<file path="config.mk">
export PLATFORM = sky130hd
export DESIGN_NAME = gf2_poly_remainder_top
export DESIGN_NICKNAME = d
export VERILOG_FILES = /design/src/rtl/gpr_pkg.sv /design/src/rtl/gf2_poly_remainder_top.sv /design/src/rtl/gpr_norm.sv /design/src/rtl/gpr_stage.sv
export SDC_FILE = /design/constraint.sdc
export NUM_CORES = 2
export LEC_CHECK = 0
export BUFFER_PORTS_ARGS = -buffer_cell sky130_fd_sc_hd__buf_2
export CAP_MARGIN = 20
export CORE_MARGIN = 2
export CORE_UTILIZATION = 55
export DETAILED_ROUTE_END_ITERATION = 8
export PLACE_DENSITY = 0.8
export SETUP_SLACK_MARGIN = 0.2
export SLEW_MARGIN = 30
export SYNTH_ARGS = -nofsm -noshare
export SYNTH_HDL_FRONTEND = slang
export SYNTH_SLANG_ARGS = --single-unit
</file>
<file path="constraint.sdc">
create_clock -name i_clk -period 11.74 [get_ports i_clk]
set_input_delay 2.348 -clock i_clk [delete_from_list [all_inputs] [get_ports i_clk]]
set_output_delay 2.348 -clock i_clk [all_outputs]
set_load 0.01 [all_outputs]
</file>
<file path="src/rtl/gpr_pkg.sv">
// Shared constants and types for the GF(2) polynomial remainder block.
package gpr_pkg;

    localparam int IN_W            = 64;        // dividend field width
    localparam int CFG_W           = 32;        // divisor register width
    localparam int REM_W           = 31;        // remainder field width
    localparam int OUT_TDATA_W     = 32;        // remainder padded to whole bytes
    localparam int STEPS_PER_STAGE = 8;         // XOR steps per pipeline stage
    localparam logic [CFG_W-1:0] CFG_RESET = 32'd11;  // x^3 + x + 1

    typedef struct packed {
        logic busy;     // divisor still being aligned, no beats taken
        logic zero;     // divisor is all zeros
    } t_div_status;

endpackage

</file>
<file path="src/rtl/gf2_poly_remainder_top.sv">
// Top level of the GF(2) polynomial remainder: divisor aligner and division pipeline.
//
// Each input beat carries a dividend polynomial (bit i is the x^i term) and yields one output
// beat with its remainder modulo the divisor register, as in a cyclic-code syndrome check.
// The division runs through ceil(DATA_WIDTH/8) register stages of up to eight conditional XOR
// steps each (8 stages at the default width); one beat can enter every cycle while the aligner
// is idle and the stages ahead can move. Back-pressure holds full stages without loss while
// empty stages still fill. After reset and each nonzero divisor write, the divisor aligner shifts
// the divisor one bit per cycle until its top term sits in the msb, with s_axis_tready low meanwhile.
// A zero divisor gives remainder 0 with tuser set; a divisor of 1 gives remainder 0.
module gf2_poly_remainder_top #(
    parameter int DATA_WIDTH    = 64,
    parameter int DIVISOR_WIDTH = 32
) (
    input  logic                             i_clk,
    input  logic                             i_rst_n,
    // configuration
    input  logic                             i_cfg_we,
    input  logic [gpr_pkg::CFG_W-1:0]        i_cfg_data,    // divisor_poly
    // input stream
    input  logic                             s_axis_tvalid,
    output logic                             s_axis_tready,
    input  logic [gpr_pkg::IN_W-1:0]         s_axis_tdata,  // [63:0] dividend
    // output stream
    output logic                             m_axis_tvalid,
    input  logic                             m_axis_tready,
    output logic [gpr_pkg::OUT_TDATA_W-1:0]  m_axis_tdata,  // [30:0] remainder, [31] zero pad
    output logic                             m_axis_tuser   // [0] divisor_zero
);

    localparam int SPS        = gpr_pkg::STEPS_PER_STAGE;
    localparam int NUM_STAGES = (DATA_WIDTH + SPS - 1) / SPS;
    localparam int DEG_W      = $clog2(DIVISOR_WIDTH);

    logic [DIVISOR_WIDTH-1:0] norm;
    logic [DEG_W-1:0]         deg;
    gpr_pkg::t_div_status     status;

    logic                  pl_valid [NUM_STAGES+1];
    logic                  pl_ready [NUM_STAGES+1];
    logic [DATA_WIDTH-1:0] pl_data  [NUM_STAGES+1];

    gpr_norm #(
        .DIVISOR_WIDTH (DIVISOR_WIDTH),
        .DEG_W         (DEG_W)
    ) u_norm (
        .i_clk      (i_clk),
        .i_rst_n    (i_rst_n),
        .i_cfg_we   (i_cfg_we),
        .i_cfg_data (i_cfg_data),
        .o_norm     (norm),
        .o_deg      (deg),
        .o_status   (status)
    );

    assign pl_valid[0]   = s_axis_tvalid && !status.busy;
    assign pl_data[0]    = s_axis_tdata[DATA_WIDTH-1:0];
    assign s_axis_tready = pl_ready[0] && !status.busy;

    for (genvar s = 0; s < NUM_STAGES; s++) begin : g_stage
        localparam int BASE  = DATA_WIDTH - 1 - s * SPS;
        localparam int STEPS = (BASE + 1 < SPS) ? BASE + 1 : SPS;

        gpr_stage #(
            .DATA_WIDTH    (DATA_WIDTH),
            .DIVISOR_WIDTH (DIVISOR_WIDTH),
            .DEG_W         (DEG_W),
            .BASE          (BASE),
            .STEPS         (STEPS)
        ) u_stage (
            .i_clk   (i_clk),
            .i_rst_n (i_rst_n),
            .i_valid (pl_valid[s]),
            .o_ready (pl_ready[s]),
            .i_data  (pl_data[s]),
            .i_norm  (norm),
            .i_deg   (deg),
            .o_valid (pl_valid[s+1]),
            .i_ready (pl_ready[s+1]),
            .o_data  (pl_data[s+1])
        );
    end

    assign pl_ready[NUM_STAGES] = m_axis_tready;
    assign m_axis_tvalid        = pl_valid[NUM_STAGES];

    // user must keep divisor changes to idle (unchecked); live zero flag applies to beats in flight
    assign m_axis_tdata = status.zero ? '0 :
                          gpr_pkg::OUT_TDATA_W'(gpr_pkg::REM_W'(pl_data[NUM_STAGES]));
    assign m_axis_tuser = status.zero;

endmodule

</file>
<file path="src/rtl/gpr_norm.sv">
// Divisor register with a one-bit-per-cycle aligner that moves its top term to the msb.
module gpr_norm #(
    parameter int DIVISOR_WIDTH = 32,
    parameter int DEG_W         = 5
) (
    input  logic                       i_clk,
    input  logic                       i_rst_n,
    input  logic                       i_cfg_we,
    input  logic [gpr_pkg::CFG_W-1:0]  i_cfg_data,
    output logic [DIVISOR_WIDTH-1:0]   o_norm,
    output logic [DEG_W-1:0]           o_deg,
    output gpr_pkg::t_div_status       o_status
);

    localparam logic [DEG_W-1:0] DEG_TOP = DEG_W'(DIVISOR_WIDTH - 1);

    logic [DIVISOR_WIDTH-1:0] r_norm, n_norm;
    logic [DEG_W-1:0]         r_deg, n_deg;
    logic                     r_busy, n_busy;
    logic                     r_zero, n_zero;
    logic [DIVISOR_WIDTH-1:0] cfg_val;

    assign cfg_val = DIVISOR_WIDTH'(i_cfg_data);

    always_comb begin
        n_norm = r_norm;
        n_deg  = r_deg;
        n_busy = r_busy;
        n_zero = r_zero;
        if (i_cfg_we) begin
            n_norm = cfg_val;
            n_deg  = DEG_TOP;
            n_zero = (cfg_val == '0);
            n_busy = (cfg_val != '0);
        end else if (r_busy) begin
            if (r_norm[DIVISOR_WIDTH-1]) begin
                n_busy = 1'b0;
            end else begin
                n_norm = {r_norm[DIVISOR_WIDTH-2:0], 1'b0};
                n_deg  = r_deg - 1'b1;
            end
        end
    end

    always_ff @(posedge i_clk) begin
        if (!i_rst_n) begin
            r_norm <= DIVISOR_WIDTH'(gpr_pkg::CFG_RESET);
            r_deg  <= DEG_TOP;
            r_busy <= 1'b1;
            r_zero <= 1'b0;
        end else begin
            r_norm <= n_norm;
            r_deg  <= n_deg;
            r_busy <= n_busy;
            r_zero <= n_zero;
        end
    end

    assign o_norm        = r_norm;
    assign o_deg         = r_deg;
    assign o_status.busy = r_busy;
    assign o_status.zero = r_zero;

endmodule

</file>
<file path="src/rtl/gpr_stage.sv">
// One pipeline slice of the long division: a few conditional XOR steps and a register.
module gpr_stage #(
    parameter int DATA_WIDTH    = 64,
    parameter int DIVISOR_WIDTH = 32,
    parameter int DEG_W         = 5,
    parameter int BASE          = 63,
    parameter int STEPS         = 8
) (
    input  logic                     i_clk,
    input  logic                     i_rst_n,
    input  logic                     i_valid,
    output logic                     o_ready,
    input  logic [DATA_WIDTH-1:0]    i_data,
    input  logic [DIVISOR_WIDTH-1:0] i_norm,
    input  logic [DEG_W-1:0]         i_deg,
    output logic                     o_valid,
    input  logic                     i_ready,
    output logic [DATA_WIDTH-1:0]    o_data
);

    localparam int EXT_W = DATA_WIDTH + DIVISOR_WIDTH - 1;

    logic                  r_valid;
    logic [DATA_WIDTH-1:0] r_data, n_data;
    logic [EXT_W-1:0]      norm_ext;

    assign norm_ext = EXT_W'(i_norm);

    // Step at bit idx, when that bit is set and idx >= i_deg, XORs the divisor with its top term lined up on idx.
    // The aligned divisor has zeros below its shift, so nothing falls off the low end.
    always_comb begin
        logic [EXT_W-1:0] shifted;
        int               idx;
        n_data = i_data;
        for (int k = 0; k < STEPS; k++) begin
            idx     = BASE - k;
            shifted = norm_ext << idx;
            if ((idx >= int'(i_deg)) && n_data[idx]) begin
                n_data = n_data ^ shifted[EXT_W-1:DIVISOR_WIDTH-1];
            end
        end
    end

    assign o_ready = !r_valid || i_ready;

    always_ff @(posedge i_clk) begin
        if (!i_rst_n) begin
            r_valid <= 1'b0;
        end else if (o_ready) begin
            r_valid <= i_valid;
        end
    end

    always_ff @(posedge i_clk) begin
        if (o_ready && i_valid) begin
            r_data <= n_data;
        end
    end

    assign o_valid = r_valid;
    assign o_data  = r_data;

endmodule

</file>
Yosys cells after proc, flatten, opt, wreduce, memory -nomap -nowiden --
Index checks and enable logic that the tools add are counted.
Storage, ports and cells: output and inout port bits 35, input bits 101, register bits 347, logic and storage cells 255
Cells by class: $add $sub $neg 1, $lt $le $gt $ge 31, bitwise logic cells 66, reductions and logical operators 64, eq/ne operators 1, multiplexer cells 71
Operators by type and width (count):
- 31-bit 2-to-1 mux | 33
- 32-bit 2-to-1 mux | 4
- 5-bit >= comparator (first input constant) | 15
- 63-bit 2-to-1 mux | 1
- 63-bit bitwise XOR | 1
- 62-bit 2-to-1 mux | 1
- 31-bit bitwise XOR | 2
- 62-bit bitwise XOR | 1
- 61-bit 2-to-1 mux | 1
- 61-bit bitwise XOR | 1
- 60-bit 2-to-1 mux | 1
- 60-bit bitwise XOR | 1
- 59-bit 2-to-1 mux | 1
- 59-bit bitwise XOR | 1
- 58-bit 2-to-1 mux | 1
- 58-bit bitwise XOR | 1
- 57-bit 2-to-1 mux | 1
- 57-bit bitwise XOR | 1
- 56-bit 2-to-1 mux | 1
- 56-bit bitwise XOR | 1
- 55-bit 2-to-1 mux | 1
- 55-bit bitwise XOR | 1
- 54-bit 2-to-1 mux | 1
- 54-bit bitwise XOR | 1
- 89 further kinds | 160

Longest topological paths before layout --
depth in word-level cells 17, depth in mapped cells 19, mapped depth without buffers 15

By module --
A second synthesis with hierarchy kept.
Unflattened totals: cell total of the unflattened synthesis 7007, area, all modules 56238.9 um^2
By module, submodules not included:
- gpr_stage at g_stage[1].u_stage ... | times used 3, seq. area each 1941.9 um^2, cells an instance 1261, area an instance 9088.7 um^2
- gpr_stage at g_stage[0].u_stage | times used 1, seq. area each 1941.9 um^2, cells an instance 1261, area an instance 9085.0 um^2
- gpr_stage at g_stage[4].u_stage | times used 1, seq. area each 1941.9 um^2, cells an instance 665, area an instance 6120.9 um^2
- gpr_stage at g_stage[5].u_stage | times used 1, seq. area each 1941.9 um^2, cells an instance 504, area an instance 4838.4 um^2
- gpr_stage at g_stage[6].u_stage | times used 1, seq. area each 1941.9 um^2, cells an instance 362, area an instance 3983.8 um^2
- gpr_stage at g_stage[7].u_stage | times used 1, seq. area each 1941.9 um^2, cells an instance 205, area an instance 2916.5 um^2
- gpr_norm | times used 1, seq. area each 780.7 um^2, cells an instance 189, area an instance 1776.7 um^2
- gf2_poly_remainder_top | times used 1, seq. area each 0.0 um^2, cells an instance 38, area an instance 251.5 um^2

Least setup slack after synthesis --
OpenSTA, ideal clock, no wires.
path kind input-to-reg, from in m_axis_tready, to reg g_stage[0].u_stage.r_data[0], enable pin, stages 7, setup slack 5427 ps, library setup time 489 ps, required time 11251 ps, path buffers 1, data arrival time 5825 ps, path through nor2b_1 -> and2_1 -> and3_1 -> clkbuf_1 -> nand3_1 -> nor2_1 -> a21oi_1
On the way: cells in the longest elaborated chain, start to end 9
Ends and longest elaborated chain:
- from (decl) | RTL line gf2_poly_remainder_top.sv:26 | input logic m_axis_tready,
- 1-bit logical OR (8 in series) | RTL line gpr_stage.sv:44 | assign o_ready = !r_valid || i_ready;
- 1-bit logical AND | RTL line gpr_stage.sv:55 | if (o_ready && i_valid) begin
- to (signal assigned) | RTL line gpr_stage.sv:56 | r_data <= n_data;
- to (decl) | RTL line gpr_stage.sv:24 | logic [DATA_WIDTH-1:0] r_data, n_data;
Every way passes these cells. A chain may end at the register's enable or synchronous reset.

Worst setup path in the final report --
from in m_axis_tready, to out s_axis_tready
On the way: cells in the longest elaborated chain, start to end 9
Ends and longest elaborated chain:
- 1-bit logical OR (8 in series) | RTL line gpr_stage.sv:44
- 1-bit logical AND | RTL line gf2_poly_remainder_top.sv:58 | assign s_axis_tready = pl_ready[0] && !status.busy;
- to (decl) | RTL line gf2_poly_remainder_top.sv:22 | output logic s_axis_tready,
Every way passes these cells.

==> summary.txt <==
Setup path
  – Crit path DAT: approximately 4300 ps
  – CP Capture Type: output pin
  – CP Launch Type: primary input
  – CP Max Fanout: 6
  – Worst setup path startpoint: m_axis_tready
  – CP Class: in -> out
  – Most frequent cell on the critical path: buf_2
  – Critical Path, Cell by Cell: buf_2 -> nor2b_1 -> and2_1 -> and3_1 -> nand3_1 -> nor2_1 -> a21oi_1 -> buf_2
  – Worst Path Required: 9390 ps
  – R2r startpoint: u_norm.o_norm[30]$_SDFFE_PN0P_
  – Crit-path max cell delay: ~450 ps
  – Slowest cell on crit path: nor2_1

Synth
  – Synth Area in Compound Gates: 5.534%
  – Post-Synth XOR/XNOR Area: 38.17%
  – Yosys reg bits: 347
  – Sequential-to-total area share from yosys stat: 29.26%
  – Mapped Avg Cell Area: 8.058 µm²
  – Post-synth design cell area: about 0.034 mm²
  – Prevailing post-synth register cell: edfxtp_1
  – Synth area leaders: xnor2_1 36%, edfxtp_1 26%, nand2_1 16%
  – Synth Area in Adders: 0.1472%
  – Yosys warns: 0
  – Share of the synthesized area in the top cell type: 35.83%
  – Synth Instances: roughly 4200
  – Yosys top cell by area: xnor2_1
  – Simple-Gate Fraction of Synth Area: 20.36%
  – Ys async rst share: 0%
  – Syn Nets: about 4300
  – Cell variety after synth: 96
  – Largest family of logic cells by synthesized area: XOR/XNOR gates
  – Post-synth EDFFs: 300
  – Mux cell area share after synthesis: 1.887%

Timing
  – Fin crit period: between 6000 and 7000 ps
  – Final hold vios: 0
  – Worst slew pin tran: 991.9 ps
  – RSZ-0062 raised after global routing: false
  – Clock skew: around 16 ps
  – Relative slew slack: 33.54%
  – Final worst-path cycle share: 56.37%
  – Fin Setup TNS: 0 ps
  – Slew Viols, Final: 0
  – Final setup violation count: 0
  – Fmax: 151.1 MHz

Floorplanning
  – Die area: 0.06383 mm²
  – Die width: between 200 and 300 µm
  – Core area: roughly 0.061 mm²
  – Io pins: ~140
  – Initial core utilization: 55.41%
  – Std-Cell Rows: 91
  – Die height: 252.7 µm

Global routing
  – Met2 usage in global routing: between 40% and 50%
  – Largest net degree at the start of global routing: 63
  – M1 GR Usage: 33.38%
  – Vias in the first global route: 26771
  – GRT Residual Overflow: 0
  – Layer with the highest usage: met2
  – First-pass GRT wire length: around 140000 µm
  – Met3 Track Usage GR: 3.584%
  – GRT Total Usage: 27.88%
  – Initial antenna violation count: 7

Pwr
  – Combinational fraction of design power: 50.5%
  – Switching Fraction: about 38%
  – Max VDD drop: about 0.13 mV
  – Clk pwr share: 22.8%
  – Register share of total power: about a quarter
  – Cell Int Power: 3651 µW
  – Leakage: about 0.012 µW
  – Sw Pwr: around 2200 µW
  – Pwr dens: around 160 mW/mm²

Place
  – Placed Cells: 4869
  – Post-detail-place hpwl: between 50000 and 60000 µm
  – Port buffer count: roughly 130
  – Placer Congestion: 0.9079

Clock network
  – CTS resizes: 0
  – CTS tree: built
  – Total setup buffers inserted after CTS: 0
  – CTS buffer count: 41
  – Post-CTS Hold Fix Bufs: 0
  – Htree depth: 2
  – CTS Buffer Depth: 3
  – Clk sink count: 347
  – Clk slew on worst S/H paths: 50 ps
  – Later-pin clock latency in the skew report: 580 ps
  – Root buffer cell: clkbuf_16

Flow run
  – Max Cap Viol: 0

Cells and area
  – Most frequent cells in the layout: 1456 x nand2_1, 1371 x xnor2_1, 300 x edfxtp_1, 134 x buf_2, 82 x buf_4
  – Commonest non-fill, non-tap cell in the layout: nand2_1
  – Fraction of layout cells with a size suffix above 1: 9.889%
  – # nets final: 4230
  – Layout area overhead: 7.844%
  – Final std cells w/o fill: 4951

Detailed routing
  – Vias: 27746
  – Vias per cell: 5.604
  – DRT Pass-1 Iters: 6
  – Initial DRC Count: 2535
  – Drt drc: 0
  – Post-route ant nets: 0
  – WL final: between 80000 and 90000 µm
  – Average wire per standard cell: 18.14 µm

Outcome
  – Status: finished clean

Hold path
  – Hold Startpoint: g_stage[0].u_stage.o_data[1]$_DFFE_PP_
  – Worst hold path type: reg -> reg
## worst max-delay path: cells and delay by family
kind,cells,cell delay [ps]
AO/OA/AOI/OAI,1,140
AND/OR/NAND/NOR,5,1530
buffers and inverters,2,250
## sequential cells by signal, summed over array words and instances, names as in the netlist
name                     cells
u_norm.r_zero                1
u_norm.o_norm               32
g_stage.u_stage.o_data     300
u_norm.r_busy                1
g_stage.u_stage.o_valid      8
u_norm.o_deg                 5
## synth_stat cells, drive strengths merged (5+ instances only)
cell and number:
a21oi 66, buf 182, mux2 11, o21a 9, a22oi 8, nor2b 44, nand2 1458, a21boi 11
clkbuf 176, and3 10, nor4 9, or3 7, xnor2 1396, o211ai 20, dfxtp 47, a211oi 14
a32oi 10, xor2 74, nand2b 14, inv 13, mux2i 51, nor2 72, edfxtp 300, nand3b 10
o21ai 30, nand4 10, and2 5, o211a 28, nor3 16, nand3 38, a211o 9, a2111oi 5
## cell families after synthesis
logic type               Yosys count
AO/OA/AOI/OAI                    252
multiplexers                      62
adder cells (fa/ha/maj)            4
XOR/XNOR                        1472
buffers and inverters            373
flip-flops                       347
other                              1
AND/OR/NAND/NOR                 1709
## area by class of cell
type | instances | area [µm²]
repair buffers | 220 | 1346
inverters | 15 | 56.30
multi-input cells | 3500 | 22900
well taps | 790 | 988.4
diodes | 5 | 12.51
flip-flops and latches | 347 | 9977
clock buffers | 51 | 1146
fillers | 5074 | 24700
clock inverters | 23 | 244.0
## per-stage QoR
| stage | hold WS (ps) | utilization, % | worst slack [ps] | area [µm²] | power, µW |
|---|---|---|---|---|---|
| after detailed placement | 404.5 | 57.36 | 5102 | 35200 | 4511 |
| after global placement | 401.8 | 57.25 | 5199 | 35130 | 4433 |
| after CTS | 416.4 | 59.63 | 5112 | 36590 | 5852 |
| final | 412.8 | 59.76 | 5123 | 36670 | 5852 |
| after floorplan | 400.3 | - | 5427 | 34010 | 3997 |
| after global routing | 418.4 | 59.75 | 4936 | 36670 | 6162 |
## power by group through the flow
stage	Sequential, µW	Combinational [µW]	Clock [µW]
6_report	1570	2950	1330
5_1_grt	1570	3200	1400
2_1_floorplan	1560	2430	0
4_1_cts	1560	2940	1350
3_5_place_dp	1590	2920	0
3_3_place_gp	1590	2840	0
## path summary, 6_finish.rpt
kind | end | slack, ps | depth (start not counted)
max reg2reg | g_stage[2].u_stage.o_data[29]$_DFFE_PP_ | 6130 | 15
min reg2reg | g_stage[1].u_stage.o_data[1]$_DFFE_PP_ | 410 | 0
min | g_stage[1].u_stage.o_data[1]$_DFFE_PP_ | 410 | 0
max | s_axis_tready | 5120 | 8
## layer usage
layer	share of wire, %	vias to the layer above
met4	5.2	0
met5	0	-
met2	49	1193
met1	38	13190
li1	-	13090
met3	7.7	273
No activity file was read; power rests on OpenSTA's default activity.
